[src/rtl/core/fixed_block_pool_allocator_assert.svh]
// Assertion macros shared by the allocator RTL.
`ifndef FIXED_BLOCK_POOL_ALLOCATOR_ASSERT_SVH
`define FIXED_BLOCK_POOL_ALLOCATOR_ASSERT_SVH

// Check a property on every rising clock edge outside reset.
`define FBPA_ASSERT(label, clk, rst_n, prop, msg) \
  label: assert property (@(posedge clk) disable iff (!rst_n) prop) else $error(msg);

// Check that a condition implies another on the same edge, outside reset.
`define FBPA_ASSERT_IMPLIES(label, clk, rst_n, ante, cons, msg) \
  label: assert property (@(posedge clk) disable iff (!rst_n) (ante) |-> (cons)) \
    else $error(msg);

`endif

[src/rtl/core/fbpa_pkg.sv]
// Types and constants of the fixed block pool allocator.
package fbpa_pkg;

  localparam int unsigned UNIT_COUNT_W = 9;
  localparam int unsigned KIND_W       = 2;
  localparam int unsigned ID_W         = 8;
  localparam int unsigned USED_W       = 9;

  typedef logic [KIND_W-1:0] kind_t;

  localparam kind_t KIND_ALLOC = 2'd0;
  localparam kind_t KIND_FREE  = 2'd1;
  localparam kind_t KIND_QUERY = 2'd2;

  typedef enum logic [1:0] {
    ST_OK        = 2'd0,
    ST_EMPTY     = 2'd1,
    ST_RANGE     = 2'd2,
    ST_NOT_ALLOC = 2'd3
  } status_e;

endpackage

[src/rtl/core/fbpa_req_if.sv]
// Request channel of the allocator: kind and unit id with valid and ready.
interface fbpa_req_if;
  logic                          valid;
  logic                          ready;
  fbpa_pkg::kind_t               kind;
  logic [fbpa_pkg::ID_W-1:0]     unit_id;

  modport source (output valid, kind, unit_id, input ready);
  modport sink   (input valid, kind, unit_id, output ready);
endinterface

[src/rtl/core/fbpa_rsp_if.sv]
// Response channel of the allocator: status, unit id and used count.
interface fbpa_rsp_if;
  logic                          valid;
  logic                          ready;
  fbpa_pkg::status_e             status;
  logic [fbpa_pkg::ID_W-1:0]     result_id;
  logic [fbpa_pkg::USED_W-1:0]   used_count;

  modport source (output valid, status, result_id, used_count, input ready);
  modport sink   (input valid, status, result_id, used_count, output ready);
endinterface

[src/rtl/core/fixed_block_pool_allocator.sv]
// Fixed block pool allocator: LIFO free list of unit ids with allocation marks.
// Throughput: one item per cycle while responses are taken; each item makes one pass
// through the stage register, the pop/push logic on the free-list RAM and the result
// register, where a result is held while the response is not taken.
// Reset: pool holds min(256, MAX_UNITS) free units, nothing allocated, ready at once.
// A unit_count write reinitializes the pool registers directly; no RAM clearing pass.
`include "fixed_block_pool_allocator_assert.svh"

module fixed_block_pool_allocator #(
  parameter int unsigned MAX_UNITS = 256
) (
  input  logic                                  clk_i,
  input  logic                                  rst_ni,
  input  logic                                  cfg_we_i,
  input  logic [fbpa_pkg::UNIT_COUNT_W-1:0]     cfg_wdata_i,
  fbpa_req_if.sink                              req_i,
  fbpa_rsp_if.source                            rsp_o
);

  localparam int unsigned CW      = $clog2(MAX_UNITS + 1);
  localparam int unsigned IW      = $clog2(MAX_UNITS);
  localparam int unsigned VW      = (CW > fbpa_pkg::UNIT_COUNT_W) ? CW
                                                                  : fbpa_pkg::UNIT_COUNT_W;
  localparam int unsigned RESET_N = (MAX_UNITS < 256) ? MAX_UNITS : 256;

  // Pool state
  logic [CW-1:0] n_q, n_d;
  logic [CW-1:0] depth_q, depth_d;
  logic [CW-1:0] lw_q, lw_d;
  logic [CW-1:0] total_q, total_d;

  // Stage register
  logic                          s1_valid_q;
  fbpa_pkg::kind_t               s1_kind_q;
  logic [fbpa_pkg::ID_W-1:0]     s1_id_q;

  // Result register
  logic                          rsp_valid_q;
  fbpa_pkg::status_e             status_q, status_d;
  logic [fbpa_pkg::ID_W-1:0]     rid_q, rid_d;
  logic [fbpa_pkg::USED_W-1:0]   used_q, used_d;

  logic out_free, s1_adv, in_fire;

  // Free-list RAM
  logic          stk_we;
  logic [IW-1:0] stk_waddr, stk_raddr, stk_rdata, stk_fwd_q;
  logic          stk_fwd_hit_q;

  // Allocation mark RAM
  logic          mark_we, mark_wdata, mark_rdata, mark_fwd_q, mark_fwd_hit_q;
  logic [IW-1:0] mark_waddr, mark_raddr;

  logic [VW-1:0] cfg_ext, n_cfg_ext, id_ext, u_ext, tot_ext;
  logic [CW-1:0] n_cfg, touched;
  logic [IW-1:0] id_idx, u_new, stk_top;
  logic          in_range, marked;

  assign out_free    = !rsp_valid_q || rsp_o.ready;
  assign s1_adv      = s1_valid_q && out_free;
  assign req_i.ready = !s1_valid_q || out_free;
  assign in_fire     = req_i.valid && req_i.ready;

  // Clamp the written unit count to 1..MAX_UNITS
  always_comb begin
    cfg_ext = VW'(cfg_wdata_i);
    priority if (cfg_ext == '0) begin
      n_cfg_ext = VW'(1);
    end else if (cfg_ext > VW'(MAX_UNITS)) begin
      n_cfg_ext = VW'(MAX_UNITS);
    end else begin
      n_cfg_ext = cfg_ext;
    end
    n_cfg = CW'(n_cfg_ext);
  end

  // Lookups for the item in the stage register
  assign id_ext   = VW'(s1_id_q);
  assign id_idx   = IW'(s1_id_q);
  assign touched  = CW'(n_q - lw_q);
  assign in_range = id_ext < VW'(n_q);
  assign marked   = (id_ext < VW'(touched)) &&
                    (mark_fwd_hit_q ? mark_fwd_q : mark_rdata);
  assign stk_top  = stk_fwd_hit_q ? stk_fwd_q : stk_rdata;

  always_comb begin
    n_d        = n_q;
    depth_d    = depth_q;
    lw_d       = lw_q;
    total_d    = total_q;
    stk_we     = 1'b0;
    stk_waddr  = IW'(depth_q);
    mark_we    = 1'b0;
    mark_waddr = id_idx;
    mark_wdata = 1'b0;
    status_d   = fbpa_pkg::ST_OK;
    rid_d      = s1_id_q;
    u_new      = stk_top;
    u_ext      = '0;
    if (cfg_we_i) begin
      n_d     = n_cfg;
      depth_d = n_cfg;
      lw_d    = n_cfg;
      total_d = '0;
    end else if (s1_adv) begin
      unique case (s1_kind_q)
        fbpa_pkg::KIND_ALLOC: begin
          if (depth_q == '0) begin
            status_d = fbpa_pkg::ST_EMPTY;
            rid_d    = '0;
          end else begin
            if (depth_q == lw_q) begin
              u_new = IW'(n_q - depth_q);
              lw_d  = lw_q - CW'(1);
            end
            depth_d    = depth_q - CW'(1);
            total_d    = total_q + CW'(1);
            mark_we    = 1'b1;
            mark_waddr = u_new;
            mark_wdata = 1'b1;
            u_ext      = VW'(u_new);
            rid_d      = u_ext[fbpa_pkg::ID_W-1:0];
          end
        end
        fbpa_pkg::KIND_FREE: begin
          if (!in_range) begin
            status_d = fbpa_pkg::ST_RANGE;
          end else if (!marked) begin
            status_d = fbpa_pkg::ST_NOT_ALLOC;
          end else begin
            stk_we  = 1'b1;
            depth_d = depth_q + CW'(1);
            total_d = total_q - CW'(1);
            mark_we = 1'b1;
          end
        end
        default: begin
          if (!in_range) begin
            status_d = fbpa_pkg::ST_RANGE;
          end else if (!marked) begin
            status_d = fbpa_pkg::ST_NOT_ALLOC;
          end
        end
      endcase
    end
    tot_ext = VW'(total_d);
    used_d  = tot_ext[fbpa_pkg::USED_W-1:0];
  end

  assign stk_raddr  = IW'(depth_d - CW'(1));
  assign mark_raddr = in_fire ? IW'(req_i.unit_id) : id_idx;

  fbpa_ram #(
    .WIDTH (IW),
    .DEPTH (MAX_UNITS)
  ) u_stack_ram (
    .clk_i   (clk_i),
    .we_i    (stk_we),
    .waddr_i (stk_waddr),
    .wdata_i (id_idx),
    .raddr_i (stk_raddr),
    .rdata_o (stk_rdata)
  );

  fbpa_ram #(
    .WIDTH (1),
    .DEPTH (MAX_UNITS)
  ) u_mark_ram (
    .clk_i   (clk_i),
    .we_i    (mark_we),
    .waddr_i (mark_waddr),
    .wdata_i (mark_wdata),
    .raddr_i (mark_raddr),
    .rdata_o (mark_rdata)
  );

  always_ff @(posedge clk_i or negedge rst_ni) begin
    if (!rst_ni) begin
      n_q            <= CW'(RESET_N);
      depth_q        <= CW'(RESET_N);
      lw_q           <= CW'(RESET_N);
      total_q        <= '0;
      s1_valid_q     <= 1'b0;
      rsp_valid_q    <= 1'b0;
      stk_fwd_hit_q  <= 1'b0;
      mark_fwd_hit_q <= 1'b0;
    end else begin
      n_q            <= n_d;
      depth_q        <= depth_d;
      lw_q           <= lw_d;
      total_q        <= total_d;
      stk_fwd_hit_q  <= stk_we && (stk_waddr == stk_raddr);
      mark_fwd_hit_q <= mark_we && (mark_waddr == mark_raddr);
      if (req_i.ready) begin
        s1_valid_q <= req_i.valid;
      end
      if (out_free) begin
        rsp_valid_q <= s1_valid_q;
      end
    end
  end

  // Payload registers
  always_ff @(posedge clk_i) begin
    stk_fwd_q  <= id_idx;
    mark_fwd_q <= mark_wdata;
    if (in_fire) begin
      s1_kind_q <= req_i.kind;
      s1_id_q   <= req_i.unit_id;
    end
    if (s1_adv) begin
      status_q <= status_d;
      rid_q    <= rid_d;
      used_q   <= used_d;
    end
  end

  assign rsp_o.valid      = rsp_valid_q;
  assign rsp_o.status     = status_q;
  assign rsp_o.result_id  = rid_q;
  assign rsp_o.used_count = used_q;

  `FBPA_ASSERT(a_count_sum, clk_i, rst_ni, ((depth_q + total_q) == n_q), "free plus used differs from pool size")
  `FBPA_ASSERT(a_low_water, clk_i, rst_ni, (lw_q <= depth_q), "low-water mark above free depth")
  `FBPA_ASSERT_IMPLIES(a_empty_depth, clk_i, rst_ni, rsp_valid_q && (status_q == fbpa_pkg::ST_EMPTY), depth_q == '0, "empty reported with free units left")
  `FBPA_ASSERT(a_stage_hold, clk_i, rst_ni, (s1_valid_q && !out_free |=> s1_valid_q && $stable(s1_id_q)), "stalled item left the stage register")

endmodule

[src/rtl/core/fbpa_ram.sv]
// Simple dual-port RAM, one write and one registered read port, read-first.
module fbpa_ram #(
  parameter int unsigned WIDTH = 8,
  parameter int unsigned DEPTH = 256
) (
  input  logic                     clk_i,
  input  logic                     we_i,
  input  logic [$clog2(DEPTH)-1:0] waddr_i,
  input  logic [WIDTH-1:0]         wdata_i,
  input  logic [$clog2(DEPTH)-1:0] raddr_i,
  output logic [WIDTH-1:0]         rdata_o
);

  logic [WIDTH-1:0] mem_q [DEPTH];
  logic [WIDTH-1:0] rdata_q;

  always_ff @(posedge clk_i) begin
    if (we_i) begin
      mem_q[waddr_i] <= wdata_i;
    end
    rdata_q <= mem_q[raddr_i];
  end

  assign rdata_o = rdata_q;

endmodule

[src/flat_wrapper.sv]
// flat-port wrapper written by rule: the top's interface ports become plain ports
module fixed_block_pool_allocator_flat 
#(
  parameter int unsigned MAX_UNITS = 256
)
  (clk_i, rst_ni, cfg_we_i, cfg_wdata_i, req_i_valid, req_i_kind, req_i_unit_id, req_i_ready, rsp_o_valid, rsp_o_status, rsp_o_result_id, rsp_o_used_count, rsp_o_ready);
  fbpa_req_if req_i_i ();
  fbpa_rsp_if rsp_o_i ();
  input  logic clk_i;
  input  logic rst_ni;
  input  logic cfg_we_i;
  input  logic [fbpa_pkg::UNIT_COUNT_W-1:0] cfg_wdata_i;
  input wire logic [$bits(req_i_i.valid)-1:0] req_i_valid;
  input wire logic [$bits(req_i_i.kind)-1:0] req_i_kind;
  input wire logic [$bits(req_i_i.unit_id)-1:0] req_i_unit_id;
  output wire logic [$bits(req_i_i.ready)-1:0] req_i_ready;
  output wire logic [$bits(rsp_o_i.valid)-1:0] rsp_o_valid;
  output wire logic [$bits(rsp_o_i.status)-1:0] rsp_o_status;
  output wire logic [$bits(rsp_o_i.result_id)-1:0] rsp_o_result_id;
  output wire logic [$bits(rsp_o_i.used_count)-1:0] rsp_o_used_count;
  input wire logic [$bits(rsp_o_i.ready)-1:0] rsp_o_ready;
  assign req_i_i.valid = req_i_valid;
  assign req_i_i.kind = req_i_kind;
  assign req_i_i.unit_id = req_i_unit_id;
  assign req_i_ready = req_i_i.ready;
  assign rsp_o_valid = rsp_o_i.valid;
  assign rsp_o_status = rsp_o_i.status;
  assign rsp_o_result_id = rsp_o_i.result_id;
  assign rsp_o_used_count = rsp_o_i.used_count;
  assign rsp_o_i.ready = rsp_o_ready;
  fixed_block_pool_allocator #(.MAX_UNITS(MAX_UNITS)) u_core (.clk_i(clk_i), .rst_ni(rst_ni), .cfg_we_i(cfg_we_i), .cfg_wdata_i(cfg_wdata_i), .req_i(req_i_i), .rsp_o(rsp_o_i));
endmodule
[config.mk]
export PLATFORM = sky130hd
export DESIGN_NAME = fixed_block_pool_allocator_flat
export DESIGN_NICKNAME = d
export VERILOG_FILES = /design/src/rtl/core/fbpa_pkg.sv /design/src/rtl/core/fbpa_req_if.sv /design/src/rtl/core/fbpa_rsp_if.sv /design/src/rtl/core/fixed_block_pool_allocator.sv /design/src/rtl/core/fbpa_ram.sv /design/src/flat_wrapper.sv
export VERILOG_INCLUDE_DIRS = /design/src /design/src/rtl/core
export SDC_FILE = /design/constraint.sdc
export NUM_CORES = 2
export LEC_CHECK = 0
export BUFFER_PORTS_ARGS = -buffer_cell sky130_fd_sc_hd__buf_2
export CAP_MARGIN = 20
export CORE_ASPECT_RATIO = 0.75
export CORE_MARGIN = 5
export CORE_UTILIZATION = 60
export CTS_CLUSTER_SIZE = 16
export DETAILED_ROUTE_END_ITERATION = 12
export PLACE_DENSITY = 0.76
export SLEW_MARGIN = 25
export SYNTH_ARGS = -nofsm -noshare
export SYNTH_HDL_FRONTEND = slang
export SYNTH_HIERARCHICAL = 1
export SYNTH_SLANG_ARGS = --single-unit
export TNS_END_PERCENT = 30
[constraint.sdc]
create_clock -name clk_i -period 10.7 [get_ports clk_i]
set_input_delay 1.07 -clock clk_i [delete_from_list [all_inputs] [get_ports clk_i]]
set_output_delay 1.07 -clock clk_i [all_outputs]
set_load 0.05 [all_outputs]
==> results.sh <==
export IMPL_status="complete, no violations"
export IMPL_synthArstFlopShare_pct=1.67
export IMPL_synth_seq_area_share_pct=74.2
export IMPL_fin_nets=5241
export IMPL_final_max_slew_viol_count=0
export IMPL_hp_class="input pin to async pin"
export IMPL_timing_critical_path_buf_inv=5
export IMPL_ys_warnings_count=6
export IMPL_num_rows=127
export IMPL_worst_setup_path_start_kind="flop"
export IMPL_synth_ff_type="edfxtp_1"
export IMPL_dieArea_sq_mm=0.169
export IMPL_vdd_drop_max_mv=0.173
export IMPL_reg2reg_slack_ns=2.25
export IMPL_cts_sinks=2391
export IMPL_synth_distinct_cells=92
export IMPL_synth_area_leader_cell="edfxtp_1"
export IMPL_multi_input_area_sq_mm=0.0230
export IMPL_cts_hold_fix_buffers=0
export IMPL_power_leakage_nw=33.3
export IMPL_synth_seq_cells=2391
export IMPL_synthesis_nets=5200
export IMPL_cts_buffers=210
export IMPL_final_setup_viol_count=0
export IMPL_instances_no_fill=7501
export IMPL_gp_congestion=0.925
export IMPL_yosys_top_cells_count="edfxtp_1 (2,325), nor2_1 (601), mux4_2 (496)"
export IMPL_rsz0062_at_grt="false"
export IMPL_via_per_inst=6.92
export IMPL_ioPinCount=45
export IMPL_required_ns=11.38
export IMPL_drv_cap=0
export IMPL_drive_above_1_share_pct=19.1
export IMPL_synthCells=5139
export IMPL_start_util_pct=60.2
export IMPL_vias=51900
export IMPL_syn_mean_instance_area_sq_um=18.7
export IMPL_crit_type="flop to flop"
export IMPL_skew_ns=0.0622
export IMPL_clock_fmax_ghz=0.118
export IMPL_slew_headroom_pct=20.8
export IMPL_syn_area_sq_mm=0.0962
export IMPL_reg2regPathDepth=26
export IMPL_grtUsageTotal_pct=28.2
export IMPL_grt_overflow=0
export IMPL_cts_root_buf="clkbuf_16"
export IMPL_port_buffers=44
export IMPL_final_core_util_pct=65.8
export IMPL_core_area_sq_mm=0.160
export IMPL_cts_tree="built"
export IMPL_grt_pass1_wl_um=346000
export IMPL_final_antenna_net_count=0
export IMPL_cts_resized=0
export IMPL_period_share_pct=79.0
export IMPL_clock_latency_ns=0.85
export IMPL_clock_path_buffers=3
export IMPL_worst_pin_slew_ns=1.18
export IMPL_cp_slowest_stage_delay_ns=0.84
export IMPL_placed_cells=7094
export IMPL_cts_setup_buffers=0
export IMPL_post_route_cell_area_sq_mm=0.105
export IMPL_fp_dieH_um=357
export IMPL_synth_edf_count=2325
export IMPL_critPathSlowestCell="nor4_1"
export IMPL_end_kind="flop"
export IMPL_antenna_found_initial=4
export IMPL_worst_path_stages=26
export IMPL_place_hpwl_um=143000
export IMPL_cp_arrival_ns=9.14
export IMPL_synth_most_common_cell="edfxtp_1"
export IMPL_post_route_drc_count=0
export IMPL_totalWireLength_um=237000
export IMPL_synth_area_leaders="edfxtp_1 (73%), mux4_2 (12%), nor2_1 (2.3%)"
export IMPL_grt_pass1_vias=49500
export IMPL_num_fill_cells=10200
export IMPL_dr_pass1_iters=6
export IMPL_clk_pin_slew_worst_paths_ns=0.06
export IMPL_die_x_um=472
export IMPL_grt_max_degree=136
export IMPL_finalHoldViolCount=0
export IMPL_ff_latch_area_sq_mm=0.0714
export IMPL_initialDrtViolationCount=8244
export IMPL_yosys_area_top_type_share_pct=72.6
export IMPL_crit_family="buffers and inverters"
export IMPL_area_growth_pct=9.18
export IMPL_wire_per_inst_um=31.6
export IMPL_fin_setup_tns_ns=0
export IMPL_min_period_ns=8.45
export IMPL_htreeDepth=4
export IMPL_critPathMaxFanout=73
export IMPL_power_density_mw_per_mm2=211
export IMPL_place_area_sq_mm=0.0983
flip-flops by register name, indices dropped and copies added, names as in the netlist, 2 cells and up:
name,count
u_core/total_q,9
u_core/id_idx,8
u_core/lw_q,9
u_core/rsp_o.used_count,9
u_core/rsp_o.result_id,8
u_core/n_q,9
u_core/u_mark_ram/mem_q,256
u_core/s1_kind_q,2
u_core/stk_fwd_q,8
u_core/rsp_o.status,2
u_core/u_stack_ram/rdata_o,8
u_core/depth_q,9
u_core/u_stack_ram/mem_q,2048
power by group:
part | switching, mW | internal, mW | leakage, nW
sequential | 0.162 | 10.6 | 21.8
clock | 3.35 | 4.00 | 3.21
combinational | 2.67 | 1.40 | 8.30
metrics by stage:
step,worst slack [ns],power [mW],hold WS [ns]
2_1_floorplan,2.72,13.5,0.481
3_3_place_gp,1.66,14.8,0.509
3_5_place_dp,2.39,14.9,0.523
4_1_cts,2.37,22.1,0.334
5_1_grt,1.82,22.8,0.223
6_report,2.25,22.2,0.210
area by class of cell:
class                      count  area share [%]
antenna                       15          0.0357
clock buffer                 264            5.21
clock inverter               126            1.08
inverter                      50           0.198
multi-input combinational   2377            21.9
sequential                  2391            67.9
tap                         2128            2.53
timing repair buffer         150            1.08
cell usage in the layout, fill, tap and decap left out, types with 25 or more instances in the layout:
cell       instances
dfrtp_1           37
edfxtp_1        2325
buf_4             92
o221ai_1          48
mux4_2           496
nor2b_1           43
nor3_1            42
a21oi_1          123
inv_1             46
a22oi_1          144
nand2_1           96
buf_2             45
ha_1              35
xnor2_1           25
clkbuf_1          53
clkinv_1          52
mux2i_1          199
clkinv_2          34
nor2_1           596
o21ai_0           58
clkbuf_16        210
o22ai_1           52
nand3_1           68
metal layers:
layer  up-vias  share of wire [%]  global-route usage (%)
li1      20900                  -                       -
met4         2                2.5                    7.69
met2      3677                 44                    40.1
met5         -             0.0059                       0
met1     26900                 39                    43.5
met3       414                 14                    8.16
final timing paths:
path,from,endpoint
worst max-delay path,u_core/lw_q[1],u_core/u_stack_ram/rdata_o[7]
worst min-delay path,rst_ni,u_core/s1_valid_q
worst max register to register,u_core/lw_q[1],u_core/u_stack_ram/rdata_o[7]
worst min register to register,u_core/n_q[8],u_core/n_q[8]
max in group asynchronous,rst_ni,u_core/n_q[1]
min in group clk_i,req_i_kind[1],u_core/s1_kind_q[1]
kinds of logic after synthesis:
family	after synthesis	synth area share, %
flops	2391	74.2
simple gates	1001	4.66
mux	714	13.9
compound gates	573	4.14
buf+inv	371	2.13
xor+xnor	52	0.473
fa+ha+maj	37	0.497
Note: power is estimated with default switching activity, not from simulation.
